--- src/kmh_pkg.sv ---
`timescale 1ns / 1ps

package kmh_pkg;

	// Sizes
	localparam int NUM_SRC = 16;
	localparam int KEY_W   = 32;
	localparam int SRC_W   = $clog2(NUM_SRC);
	localparam int CNT_W   = $clog2(NUM_SRC + 1);
	localparam int PADDR_W = 4;
	localparam int PDATA_W = 32;
	localparam int NSRC_W  = 5;

	// Result status codes
	localparam logic [1:0] ST_LOAD = 2'd0;
	localparam logic [1:0] ST_EMIT = 2'd1;
	localparam logic [1:0] ST_DUP  = 2'd2;
	localparam logic [1:0] ST_END  = 2'd3;

	// Register indexes (byte address / 4)
	localparam logic [1:0] REG_NUM_SOURCES = 2'd0;
	localparam logic [1:0] REG_REVERSE     = 2'd1;
	localparam logic [1:0] REG_DROP_DUP    = 2'd2;

	typedef struct packed {
		logic [KEY_W-1:0] record_key;
		logic             source_exhausted;
	} in_item_t;

	typedef struct packed {
		logic [1:0]       status;
		logic [KEY_W-1:0] out_key;
		logic [SRC_W-1:0] out_source;
		logic [SRC_W-1:0] next_source;
	} out_item_t;

	// One heap entry
	typedef struct packed {
		logic [KEY_W-1:0] key;
		logic [SRC_W-1:0] src;
	} entry_t;

	typedef struct packed {
		logic [CNT_W-1:0] num_sources;
		logic             reverse_order;
		logic             drop_duplicates;
	} cfg_t;

	typedef enum logic [2:0] {
		S_IDLE,
		S_UP_RD,
		S_UP_CMP,
		S_LAST,
		S_DN_RD,
		S_DN_CMP,
		S_DONE
	} ctrl_state_t;

	typedef enum logic [1:0] {
		RD_LAST,
		RD_PARENT,
		RD_CHILD
	} rd_sel_t;

	// Controller to datapath
	typedef struct packed {
		logic    start;       // input beat taken
		rd_sel_t rd_sel;
		logic    wr_mov;      // park moving entry in the hole, done
		logic    wr_rda;      // parent drops into hole, hole climbs
		logic    wr_win;      // winning child rises into hole, hole descends
		logic    mov_from_rd; // last entry becomes the moving entry
		logic    finish;      // load output register
	} cmd_t;

	// Datapath to controller
	typedef struct packed {
		logic go_up;
		logic go_down;
		logic go_last;
		logic hole_zero;
		logic child_none;
		logic up_swap;
		logic dn_swap;
		logic out_busy;
	} stat_t;

	// True when entry a leaves the heap before entry b
	function automatic logic goes_first(entry_t a, entry_t b, logic rev);
		logic r;
		if (a.key != b.key) begin
			r = rev ? (a.key > b.key) : (a.key < b.key);
		end else begin
			r = a.src < b.src;
		end
		return r;
	endfunction

endpackage

--- src/kmh_ctrl.sv ---
`timescale 1ns / 1ps

module kmh_ctrl (
	input  logic           clk,
	input  logic           arst_n,
	input  logic           in_valid,
	output logic           in_stall,
	input  kmh_pkg::stat_t stat,
	output kmh_pkg::cmd_t  cmd
);

	kmh_pkg::ctrl_state_t state_q, state_nxt;

	// State register
	always_ff @(posedge clk or negedge arst_n) begin
		if (!arst_n) begin
			state_q <= kmh_pkg::S_IDLE;
		end else begin
			state_q <= state_nxt;
		end
	end

	// Next state and commands
	always_comb begin
		state_nxt       = state_q;
		cmd             = '0;
		cmd.rd_sel      = kmh_pkg::RD_LAST;
		in_stall        = 1'b1;
		unique case (state_q)
			kmh_pkg::S_IDLE: begin
				in_stall = 1'b0;
				if (in_valid) begin
					cmd.start = 1'b1;
					if (stat.go_up) begin
						state_nxt = kmh_pkg::S_UP_RD;
					end else if (stat.go_down) begin
						state_nxt = kmh_pkg::S_DN_RD;
					end else if (stat.go_last) begin
						state_nxt = kmh_pkg::S_LAST;
					end else begin
						state_nxt = kmh_pkg::S_DONE;
					end
				end
			end
			kmh_pkg::S_UP_RD: begin
				if (stat.hole_zero) begin
					cmd.wr_mov = 1'b1;
					state_nxt  = kmh_pkg::S_DONE;
				end else begin
					cmd.rd_sel = kmh_pkg::RD_PARENT;
					state_nxt  = kmh_pkg::S_UP_CMP;
				end
			end
			kmh_pkg::S_UP_CMP: begin
				if (stat.up_swap) begin
					cmd.wr_rda = 1'b1;
					state_nxt  = kmh_pkg::S_UP_RD;
				end else begin
					cmd.wr_mov = 1'b1;
					state_nxt  = kmh_pkg::S_DONE;
				end
			end
			kmh_pkg::S_LAST: begin
				cmd.mov_from_rd = 1'b1;
				state_nxt       = kmh_pkg::S_DN_RD;
			end
			kmh_pkg::S_DN_RD: begin
				if (stat.child_none) begin
					cmd.wr_mov = 1'b1;
					state_nxt  = kmh_pkg::S_DONE;
				end else begin
					cmd.rd_sel = kmh_pkg::RD_CHILD;
					state_nxt  = kmh_pkg::S_DN_CMP;
				end
			end
			kmh_pkg::S_DN_CMP: begin
				if (stat.dn_swap) begin
					cmd.wr_win = 1'b1;
					state_nxt  = kmh_pkg::S_DN_RD;
				end else begin
					cmd.wr_mov = 1'b1;
					state_nxt  = kmh_pkg::S_DONE;
				end
			end
			kmh_pkg::S_DONE: begin
				if (!stat.out_busy) begin
					cmd.finish = 1'b1;
					state_nxt  = kmh_pkg::S_IDLE;
				end
			end
			default: begin
				state_nxt = kmh_pkg::S_IDLE;
			end
		endcase
	end

endmodule

--- src/kmh_dpath.sv ---
`timescale 1ns / 1ps

module kmh_dpath (
	input  logic               clk,
	input  logic               arst_n,
	input  kmh_pkg::cfg_t      cfg,
	input  logic               restart,
	input  kmh_pkg::in_item_t  in_data,
	input  kmh_pkg::cmd_t      cmd,
	output kmh_pkg::stat_t     stat,
	output logic               out_valid,
	input  logic               out_stall,
	output kmh_pkg::out_item_t out_data
);

	localparam int SW = kmh_pkg::SRC_W;
	localparam int CW = kmh_pkg::CNT_W;

	// Heap storage: two registered read ports, one write port
	kmh_pkg::entry_t heap_mem_q [kmh_pkg::NUM_SRC];
	kmh_pkg::entry_t rd_a_q, rd_b_q;

	logic [CW-1:0]            cnt_q, loaded_q;
	logic [kmh_pkg::KEY_W-1:0] last_key_q;
	logic                     have_last_q;
	kmh_pkg::entry_t          top_q, mov_q;
	logic [SW-1:0]            hole_q;
	logic [1:0]               res_status_q;
	logic [kmh_pkg::KEY_W-1:0] res_key_q;
	logic [SW-1:0]            res_src_q;
	logic                     out_valid_q;
	kmh_pkg::out_item_t       out_q;

	logic            is_load, is_empty, is_dup, exh;
	logic [CW-1:0]   cnt_m1;
	logic [SW-1:0]   parent_idx, raddr_a, raddr_b, win_idx, next_src;
	logic [SW+1:0]   lc_idx, rc_idx;
	logic            has_right, right_first, wr_en;
	kmh_pkg::entry_t win, wr_data;

	// Decode of the current item against heap state
	assign exh      = in_data.source_exhausted;
	assign is_load  = loaded_q < cfg.num_sources;
	assign is_empty = cnt_q == '0;
	assign is_dup   = cfg.drop_duplicates && have_last_q && (top_q.key == last_key_q);
	assign cnt_m1   = cnt_q - CW'(1);

	// Tree neighbors of the hole
	assign parent_idx = (hole_q - SW'(1)) >> 1;
	assign lc_idx     = {1'b0, hole_q, 1'b1};
	assign rc_idx     = lc_idx + (SW+2)'(1);
	assign has_right  = rc_idx < (SW+2)'(cnt_q);
	assign right_first = has_right && kmh_pkg::goes_first(rd_b_q, rd_a_q, cfg.reverse_order);
	assign win        = right_first ? rd_b_q : rd_a_q;
	assign win_idx    = right_first ? rc_idx[SW-1:0] : lc_idx[SW-1:0];

	// Status to controller
	always_comb begin
		stat            = '0;
		stat.go_up      = is_load && !exh;
		stat.go_down    = !is_load && !is_empty && !exh;
		stat.go_last    = !is_load && !is_empty && exh && (cnt_q != CW'(1));
		stat.hole_zero  = hole_q == '0;
		stat.child_none = lc_idx >= (SW+2)'(cnt_q);
		stat.up_swap    = kmh_pkg::goes_first(mov_q, rd_a_q, cfg.reverse_order);
		stat.dn_swap    = kmh_pkg::goes_first(win, mov_q, cfg.reverse_order);
		stat.out_busy   = out_valid_q && out_stall;
	end

	// Read address select
	always_comb begin
		unique case (cmd.rd_sel)
			kmh_pkg::RD_LAST:   raddr_a = cnt_m1[SW-1:0];
			kmh_pkg::RD_PARENT: raddr_a = parent_idx;
			kmh_pkg::RD_CHILD:  raddr_a = lc_idx[SW-1:0];
			default:            raddr_a = lc_idx[SW-1:0];
		endcase
	end
	assign raddr_b = rc_idx[SW-1:0];

	// Write port
	assign wr_en   = cmd.wr_mov || cmd.wr_rda || cmd.wr_win;
	assign wr_data = cmd.wr_mov ? mov_q : (cmd.wr_rda ? rd_a_q : win);

	always_ff @(posedge clk) begin
		if (wr_en) begin
			heap_mem_q[hole_q] <= wr_data;
		end
		rd_a_q <= heap_mem_q[raddr_a];
		rd_b_q <= heap_mem_q[raddr_b];
	end

	// Counters and duplicate tracking
	always_ff @(posedge clk or negedge arst_n) begin
		if (!arst_n) begin
			cnt_q       <= '0;
			loaded_q    <= '0;
			last_key_q  <= '0;
			have_last_q <= 1'b0;
		end else if (restart) begin
			cnt_q       <= '0;
			loaded_q    <= '0;
			last_key_q  <= '0;
			have_last_q <= 1'b0;
		end else if (cmd.start) begin
			if (is_load) begin
				loaded_q <= loaded_q + CW'(1);
				if (!exh) begin
					cnt_q <= cnt_q + CW'(1);
				end
			end else if (!is_empty) begin
				if (!is_dup) begin
					last_key_q  <= top_q.key;
					have_last_q <= 1'b1;
				end
				if (exh) begin
					cnt_q <= cnt_m1;
				end
			end
		end
	end

	// Moving entry, hole position, root mirror, pending result
	always_ff @(posedge clk) begin
		if (cmd.start) begin
			if (is_load) begin
				mov_q        <= '{key: in_data.record_key, src: loaded_q[SW-1:0]};
				hole_q       <= cnt_q[SW-1:0];
				res_status_q <= kmh_pkg::ST_LOAD;
				res_key_q    <= '0;
				res_src_q    <= '0;
			end else if (is_empty) begin
				res_status_q <= kmh_pkg::ST_END;
				res_key_q    <= '0;
				res_src_q    <= '0;
			end else begin
				mov_q        <= '{key: in_data.record_key, src: top_q.src};
				hole_q       <= '0;
				res_status_q <= is_dup ? kmh_pkg::ST_DUP : kmh_pkg::ST_EMIT;
				res_key_q    <= top_q.key;
				res_src_q    <= top_q.src;
			end
		end else if (cmd.mov_from_rd) begin
			mov_q <= rd_a_q;
		end else if (cmd.wr_rda) begin
			hole_q <= parent_idx;
		end else if (cmd.wr_win) begin
			hole_q <= win_idx;
		end
		if (wr_en && (hole_q == '0)) begin
			top_q <= wr_data;
		end
	end

	// Source expected by the next beat
	always_comb begin
		if (is_load) begin
			next_src = loaded_q[SW-1:0];
		end else if (!is_empty) begin
			next_src = top_q.src;
		end else begin
			next_src = '0;
		end
	end

	// Output register
	always_ff @(posedge clk or negedge arst_n) begin
		if (!arst_n) begin
			out_valid_q <= 1'b0;
		end else if (cmd.finish) begin
			out_valid_q <= 1'b1;
		end else if (!out_stall) begin
			out_valid_q <= 1'b0;
		end
	end

	always_ff @(posedge clk) begin
		if (cmd.finish) begin
			out_q.status      <= res_status_q;
			out_q.out_key     <= res_key_q;
			out_q.out_source  <= res_src_q;
			out_q.next_source <= next_src;
		end
	end

	assign out_valid = out_valid_q;
	assign out_data  = out_q;

endmodule

--- src/kway_merge_heap_core.sv ---
// Operation: an accepted input beat moves its entry through the heap one tree level
//   at a time, first reading the parent or children, then comparing and writing; the
//   entry is parked at the root, at a leaf or where a compare stops. On removal the
//   last entry is fetched first. The result is then posted to the output register.
// Items are taken one at a time: no new beat is taken until the heap work for the
//   last one is done and its result posted. A new beat is taken while a
//   finished result still waits in the output register.
// Reset: arst_n clears the heap count, load count, last key and handshakes;
//   num_sources resets to 16, reverse_order and drop_duplicates to 0.
`timescale 1ns / 1ps

module kway_merge_heap_core (
	input  logic                          clk,
	input  logic                          arst_n,
	input  logic                          in_valid,
	output logic                          in_stall,
	input  kmh_pkg::in_item_t             in_data,
	output logic                          out_valid,
	input  logic                          out_stall,
	output kmh_pkg::out_item_t            out_data,
	input  logic                          psel,
	input  logic                          penable,
	input  logic                          pwrite,
	input  logic [kmh_pkg::PADDR_W-1:0]   paddr,
	input  logic [kmh_pkg::PDATA_W-1:0]   pwdata,
	output logic [kmh_pkg::PDATA_W-1:0]   prdata,
	output logic                          pready
);

	localparam int CW = kmh_pkg::CNT_W;

	kmh_pkg::cfg_t  cfg_q;
	kmh_pkg::cmd_t  cmd;
	kmh_pkg::stat_t stat;
	logic           wr_beat, restart;
	logic [1:0]     reg_idx;
	logic [kmh_pkg::NSRC_W-1:0] nsrc_raw;
	logic [CW-1:0]  nsrc_clamped;

	assign pready  = 1'b1;
	assign wr_beat = psel && penable && pwrite && pready;
	assign reg_idx = paddr[3:2];
	assign restart = wr_beat && (reg_idx == kmh_pkg::REG_NUM_SOURCES);

	// Clamp source count to 1..NUM_SRC
	assign nsrc_raw = pwdata[kmh_pkg::NSRC_W-1:0];
	always_comb begin
		if (nsrc_raw == '0) begin
			nsrc_clamped = CW'(1);
		end else if (CW'(nsrc_raw) > CW'(kmh_pkg::NUM_SRC)) begin
			nsrc_clamped = CW'(kmh_pkg::NUM_SRC);
		end else begin
			nsrc_clamped = CW'(nsrc_raw);
		end
	end

	// Configuration registers
	always_ff @(posedge clk or negedge arst_n) begin
		if (!arst_n) begin
			cfg_q.num_sources     <= CW'(kmh_pkg::NUM_SRC);
			cfg_q.reverse_order   <= 1'b0;
			cfg_q.drop_duplicates <= 1'b0;
		end else if (wr_beat) begin
			unique case (reg_idx)
				kmh_pkg::REG_NUM_SOURCES: cfg_q.num_sources     <= nsrc_clamped;
				kmh_pkg::REG_REVERSE:     cfg_q.reverse_order   <= pwdata[0];
				kmh_pkg::REG_DROP_DUP:    cfg_q.drop_duplicates <= pwdata[0];
				default: ;
			endcase
		end
	end

	// Register readback
	always_comb begin
		prdata = '0;
		unique case (reg_idx)
			kmh_pkg::REG_NUM_SOURCES: prdata = kmh_pkg::PDATA_W'(cfg_q.num_sources);
			kmh_pkg::REG_REVERSE:     prdata = kmh_pkg::PDATA_W'(cfg_q.reverse_order);
			kmh_pkg::REG_DROP_DUP:    prdata = kmh_pkg::PDATA_W'(cfg_q.drop_duplicates);
			default:                  prdata = '0;
		endcase
	end

	kmh_ctrl u_ctrl (
		.clk      (clk),
		.arst_n   (arst_n),
		.in_valid (in_valid),
		.in_stall (in_stall),
		.stat     (stat),
		.cmd      (cmd)
	);

	kmh_dpath u_dpath (
		.clk       (clk),
		.arst_n    (arst_n),
		.cfg       (cfg_q),
		.restart   (restart),
		.in_data   (in_data),
		.cmd       (cmd),
		.stat      (stat),
		.out_valid (out_valid),
		.out_stall (out_stall),
		.out_data  (out_data)
	);

endmodule

--- config.mk ---
export PLATFORM = sky130hd
export DESIGN_NAME = kway_merge_heap_core
export DESIGN_NICKNAME = d
export VERILOG_FILES = /design/src/kmh_pkg.sv /design/src/kmh_ctrl.sv /design/src/kmh_dpath.sv /design/src/kway_merge_heap_core.sv
export SDC_FILE = /design/constraint.sdc
export NUM_CORES = 1
export LEC_CHECK = 0
export CORE_MARGIN = 2
export CORE_UTILIZATION = 57
export DETAILED_ROUTE_END_ITERATION = 12
export DONT_BUFFER_PORTS = 1
export GPL_TIMING_DRIVEN = 1
export PLACE_DENSITY = 0.72
export SYNTH_ARGS = -nofsm -noshare
export SYNTH_HDL_FRONTEND = slang
export SYNTH_SLANG_ARGS = --single-unit
export TNS_END_PERCENT = 1
--- constraint.sdc ---
create_clock -name clk -period 8.2 [get_ports clk]
set_clock_uncertainty 0.15 [all_clocks]
set_input_delay 0.82 -clock clk [delete_from_list [all_inputs] [get_ports clk]]
set_output_delay 0.82 -clock clk [all_outputs]
set_load 0.02 [all_outputs]
=== Yosys cells after proc, flatten, opt, wreduce, memory -nomap -nowiden ===
Memories as Yosys holds them, arrays and structs flattened. A register that Yosys moved wholly into a read port is not among the register bits.
Index checks and enable logic that the tools add are counted.
Widths: inputs -> output; s select.

* Bits in registers: 210
* Latch bits: 0
* RAM bits: 576
* Memory bits (read-only): 0
* Input port bits: 76
* Output and inout port bits: 77
* Word-level logic and storage cells: 182
* Memories: 1

{| class="wikitable"
|+ Memory list
! name !! words !! bits a word !! read ports !! clocked after Yosys merged registers in !! write ports !! line !! text
|-
| u_dpath.heap_mem_q || 16 || 36 || 2 || 2 || 1 || kmh_dpath.sv:20 || <nowiki>kmh_pkg::entry_t heap_mem_q [kmh_pkg::NUM_SRC];</nowiki>
|}

* Add/sub/neg operators: 5
* Multiply operators: 0
* Divide/modulo/power cells: 0
* Magnitude comparators: 13
* Equality and inequality tests: 24
* Shift operators: 0
* Multiplexer cells: 79
* Bitwise gates (word level): 0
* Reduce and logical (&&, ||, !) cells: 39

{| class="wikitable"
|+ Operator list
! kind !! count
|-
| $mux 36 || 7
|-
| $mux 32 || 5
|-
| $gt 32x32->1 || 3
|-
| $lt 32x32->1 || 3
|-
| $ne 32x32->1 || 3
|-
| $mux 5 || 11
|-
| $mux 4 || 9
|-
| $eq 32x32->1 || 1
|-
| $mux 1 || 30
|-
| $mux 3 || 7
|-
| $pmux 3 s7 || 1
|-
| $pmux 5 s3 || 1
|-
| $logic_and 1x1->1 || 13
|-
| $lt 4x4->1 || 3
|-
| $reduce_and 2->1 || 6
|-
| $add 5x1->5 const B || 2
|-
| $logic_not 5->1 || 2
|-
| $mux 2 || 5
|-
| $ne 2x2->1 const B || 5
|-
| $eq 3x3->1 const B || 3
|-
| $pmux 4 s2 || 1
|-
| $reduce_and 4->1 || 2
|-
| $add 5x1->6 const B || 1
|-
| $eq 3x2->1 const B || 2
|-
| 24 further kinds || 34
|}

=== Depth between registers and ports, before layout ===
* Word-level depth: 14
* Mapped depth: 27
* Gate-level depth less buffers: 22

=== Modules after synthesis ===
Synthesis repeated with hierarchy kept, for this count alone.

* Cell total of the unflattened synthesis: 2710
* Area, all modules: 38101.5 sq um

{| class="wikitable"
|+ Modules (own cells, without submodules)
! module !! instances !! cells each !! area an instance (sq um) !! seq. area each (sq um)
|-
| kmh_dpath || 1 || 2605 || 37195.7 || 23442.5
|-
| kway_merge_heap_core || 1 || 64 || 618.1 || 176.4
|-
| kmh_ctrl || 1 || 41 || 287.8 || 75.1
|}

=== Worst setup path before layout ===
OpenSTA, ideal clock, no wires.

* Kind: register to register
* From: register u_dpath.hole_q[1]
* To: memory u_dpath.heap_mem_q[0][6] (netlist name), data pin
* Arrival time: 6302 ps
* Required time: 7747 ps
* Setup slack: 1446 ps
* Cell stages (with the launch flop): 26
* Clock period less this slack: 6754 ps
* Path through: edfxtp_1 > ha_1 > xor2_1 > clkbuf_1 > ha_1 > nand2_1 > o211ai_1 > nor4_1 > o21bai_1 > clkbuf_1 > clkbuf_1 > clkbuf_1 > o21ai_0 > ha_1 > a2111oi_0 > o21ai_0 > o211ai_1 > a21boi_0 > nor4_1 > xnor2_1 > o221ai_1 > a21o_1 > a21o_1 > clkbuf_1 > clkbuf_1 > a31oi_1

{| class="wikitable"
|+ RTL lines
! what !! line !! text
|-
| start, declared || kmh_dpath.sv:27 || <nowiki>logic [SW-1:0] hole_q;</nowiki>
|-
| start signal, assigned || kmh_dpath.sv:128 || <nowiki>hole_q <= cnt_q[SW-1:0];</nowiki>
|-
| start signal, assigned || kmh_dpath.sv:146 || <nowiki>hole_q <= parent_idx;</nowiki>
|-
| start signal, assigned || kmh_dpath.sv:148 || <nowiki>hole_q <= win_idx;</nowiki>
|-
| end, declared || kmh_dpath.sv:20 ||
|}

==> out/summary.log <==
INFO  outcome        run_status=finished, final reports clean
INFO  finish         area_delta_synth_final=10.01%
INFO  place          hpwl_reported_at_the_end_of_detailed_placement=57680um
INFO  cts            tritoncts=done
INFO  finish         drive_above_1_share=12.21%
INFO  critical_path  cp.buffers_inverters=4
INFO  logic_synthesis synth.top_cells.by_area=edfxtp_1 54%, mux2i_1 16%, mux4_2 4.2%, ha_1 4.0%, dfxtp_1 3.7%
INFO  place          post-place-cells=3410
INFO  global_routing first_global_vias=22710
INFO  finish         layout_cells_excl_fill=3568
INFO  finish         final_nets=2826
INFO  critical_path  top_cell_family_by_delay_on_the_critical_path=compound AO/OA/AOI/OAI gates
INFO  cts            clk-insertion-delay-late=0.63ns
INFO  floorplanning  num_rows=95
INFO  logic_synthesis synth-edff-count=696
INFO  critical_path  start_kind=flop
INFO  global_routing globalRouteOverflowTotal=0
INFO  place          globalplace.congestion=0.8986
INFO  finish         num-fill-cells=4720
INFO  run            cap_violations=0
INFO  logic_synthesis synth.ff_latch_count=822
INFO  floorplanning  core_area=67160squm
INFO  routing        vias=22950
INFO  logic_synthesis yosys.area_share.xor_xnor=1.108%
INFO  logic_synthesis async_reset_ff_share=6.569%
INFO  floorplanning  fp.dieArea=70030squm
INFO  logic_synthesis synthDistinctLibCells=62
INFO  cts            numCtsBuffers=84
INFO  critical_path  cp_slowest_cell=a31oi_1
INFO  global_routing wire_length_of_the_first_global_routing_pass=145200um
INFO  sta            min_period=7.640ns
INFO  floorplanning  dieHeight=264.6um
INFO  logic_synthesis yosysTopAreaCellShare=53.98%
INFO  sta            setup-violations-final=0
INFO  routing        number_of_drc_violations_after_detailed_routing=0
INFO  routing        vias_per_cell=6.432
INFO  global_routing grt_max_degree=113
INFO  floorplanning  chipWidth=264.6um
INFO  sta            setup_tns=0ns
INFO  cts            cts_root_buffer=clkbuf_16
INFO  worst_hold_path hp-class=input pin to flop
INFO  cts            path_clk_slew=0.06ns
INFO  cts            cts.path.max_buffers=3
INFO  critical_path  path_max_fanout=77
INFO  sta            worst_hold_slack=0.1472ns
INFO  worst_hold_path hold_path.startpoint=pwdata[4]
INFO  floorplanning  top_level_ports=153
INFO  critical_path  crit_path_end_kind=flop
INFO  sta            final-max-slew-violation-count=0
INFO  floorplanning  initial_core_util=57.65%
INFO  sta            timing.final.hold_violations=0
INFO  logic_synthesis postSynthAreaPerCell=14.67squm
INFO  logic_synthesis syn-instance-count=2639
INFO  sta            max_clock_freq=130.9MHz
INFO  critical_path  critPathArrivalTime=7.73ns
INFO  global_routing antenna_violations_before_repair=1
INFO  logic_synthesis synth_most_common_cell=edfxtp_1
INFO  critical_path  reg2reg_from=u_dpath.hole_q[0]
INFO  logic_synthesis warnings_synthesis=0
INFO  logic_synthesis yosys-mux-area-fraction=21.32%
INFO  logic_synthesis post_synth_and_or_nand_nor_area_fraction=4.385%
INFO  critical_path  crit_path_start=u_dpath.hole_q[0]
INFO  global_routing overall_global_routing_usage=28.30%
INFO  logic_synthesis yosys-top-cells-count=696 x edfxtp_1, 619 x mux2i_1, 125 x ha_1, 107 x nand2_1, 102 x o21ai_0
INFO  routing        route.final.wire_length=99130um
INFO  critical_path  critical-path-max-stage-delay=1.08ns
INFO  finish         fin_area=42590squm
INFO  sta            slew_headroom=12.15%
INFO  routing        first_iter_violations=2709
INFO  routing        drt-pass1-iter-count=6
INFO  sta            rsz0062_at_grt=no
INFO  routing        avgRoutedWirePerCell=27.78um
INFO  logic_synthesis mappedNetlistArea=38720squm
INFO  critical_path  timing.critical_path.required=8.29ns
INFO  logic_synthesis synthAdderAreaFrac=4.039%
INFO  logic_synthesis ys_seq_area_share=61.20%
INFO  logic_synthesis synth_compound_area_share=4.647%
INFO  critical_path  setup.worst_path.class=flop to flop
INFO  critical_path  timing.critical_path.cells=buf_12 > ha_1 > xor2_4 > ha_1 > nand2_1 > o211ai_1 > nor4_1 > o21bai_4 > buf_12 > o21ai_0 > ha_1 > nand4_1 > nor4_1 > buf_4 > a21boi_0 > nor4_1 > xnor2_1 > o221ai_1 > a21o_1 > a21o_1 > buf_4 > a31oi_1
INFO  place          placement.io_buffers=0
INFO  logic_synthesis dominant_combinational_cell_family_by_area_after_synthesis=multiplexers
INFO  sta            worstMarginPinSlew=1.312ns
INFO  logic_synthesis synth_top_flop_cell=edfxtp_1
INFO  cts            cts-htree-levels=3
INFO  cts            cts.sink_count=822
INFO  sta            post-route-period-util=93.18%
INFO  routing        detail-route-antenna-nets=0
INFO  place          post_dp_cell_area=39650squm
INFO  logic_synthesis synth_area_leader_cell=edfxtp_1
flip-flops by register name, summed over array words and instances, names as in the netlist, 2 cells and up:
| signal | flops |
|---|---|
| cfg_q | 7 |
| u_ctrl.state_q | 3 |
| u_dpath.cnt_q | 5 |
| u_dpath.heap_mem_q | 546 |
| u_dpath.hole_q | 4 |
| u_dpath.last_key_q | 32 |
| u_dpath.loaded_q | 5 |
| u_dpath.mov_q | 36 |
| u_dpath.out_data | 42 |
| u_dpath.rd_a_q | 36 |
| u_dpath.rd_b_q | 36 |
| u_dpath.res_key_q | 32 |
| u_dpath.res_src_q | 4 |
| u_dpath.res_status_q | 2 |
| u_dpath.top_q | 30 |
area by class of cell:
cell class              count  area [sq um]  area share (%)
clock buffers             114          2379           5.584
diodes                      1         2.502        0.005875
multi-input cells        1567         14060           33.01
flip-flops and latches    822         23690           55.63
clock inverters            41         516.7           1.213
inverters                 101         381.6          0.8960
repair buffers             49         465.4           1.093
well taps                 873          1092           2.564
cell families (layout without fill, tap and decap cells):
kind of cell / after synthesis / count (layout)
flops: 822 / 822
compound gates: 297 / 297
other cells: 2 / 29
buf+inv: 276 / 305
fa+ha+maj: 125 / 125
xor+xnor: 49 / 49
mux: 730 / 730
simple gates: 338 / 338
stage by stage:
| stage | setup WS, ns | utilization (%) |
|---|---|---|
| global placement | 0.9422 | 59.04 |
| floorplan | 1.446 | - |
| CTS | 0.7182 | 63.41 |
| finish | 0.5595 | 63.42 |
| detailed placement | 0.7373 | 59.04 |
| global route | 0.2261 | 63.42 |
path summary, 6_finish.rpt:
kind / end / slack, ns / cells past startpoint
setup / recovery: u_dpath.heap_mem_q[3][4] / 0.56 / 22
hold / removal: cfg_q[2] / 0.15 / 1
setup reg to reg: u_dpath.heap_mem_q[3][4] / 0.56 / 22
hold reg to reg: u_dpath.out_data[7] / 0.26 / 0
max in group asynchronous: cfg_q[6] / 6.99 / 2
min in group asynchronous: u_ctrl.state_q[0] / 0.60 / 2
cells in the final DEF (no fill, tap or decap), types with 5 or more instances in the layout:
cell type,Yosys,final
mux2_2,39,39
nand3_1,18,17
and2_1,39,39
ha_1,125,124
o21ai_0,102,102
a21o_1,15,15
clkbuf_16,0,87
nor3_1,17,16
a211oi_1,41,40
and4_2,0,8
inv_1,100,100
nor4_1,17,17
buf_4,28,41
mux2i_1,619,619
clkbuf_1,67,17
o21a_1,5,5
dfxtp_1,72,72
xnor2_1,15,15
clkinv_1,0,7
o211ai_1,5,5
a21boi_0,5,5
bufinv_16,0,12
conb_1,2,28
nor2_1,66,66
mux4_2,72,72
nand4_1,27,27
buf_12,4,6
xor2_1,34,33
dfrtp_1,53,53
edfxtp_1,696,696
nand2b_1,8,8
clkbuf_8,0,10
a21oi_1,53,50
clkinv_2,0,16
a31oi_1,44,39
nand2_1,107,107
per-layer routing:
| metal | vias up | track usage [%] | part of all wire (%) |
|---|---|---|---|
| li1 | 10040 | - | - |
| met1 | 11600 | 39.09 | 41 |
| met2 | 1128 | 44.17 | 46 |
| met3 | 181 | 6.270 | 9.4 |
| met4 | 0 | 10.87 | 3.3 |
| met5 | - | 0 | 0 |
repair_timing:
item,4_1_cts,5_1_grt
endpoints found under the hold margin,54,0
setup endpoints to repair,0,0
setup buffers,0,0
hold buffers,2,0
gates resized for setup,0,0
Power is not shown: default switching activity piles up to over one toggle a cycle in this logic, so the estimate is an artifact.
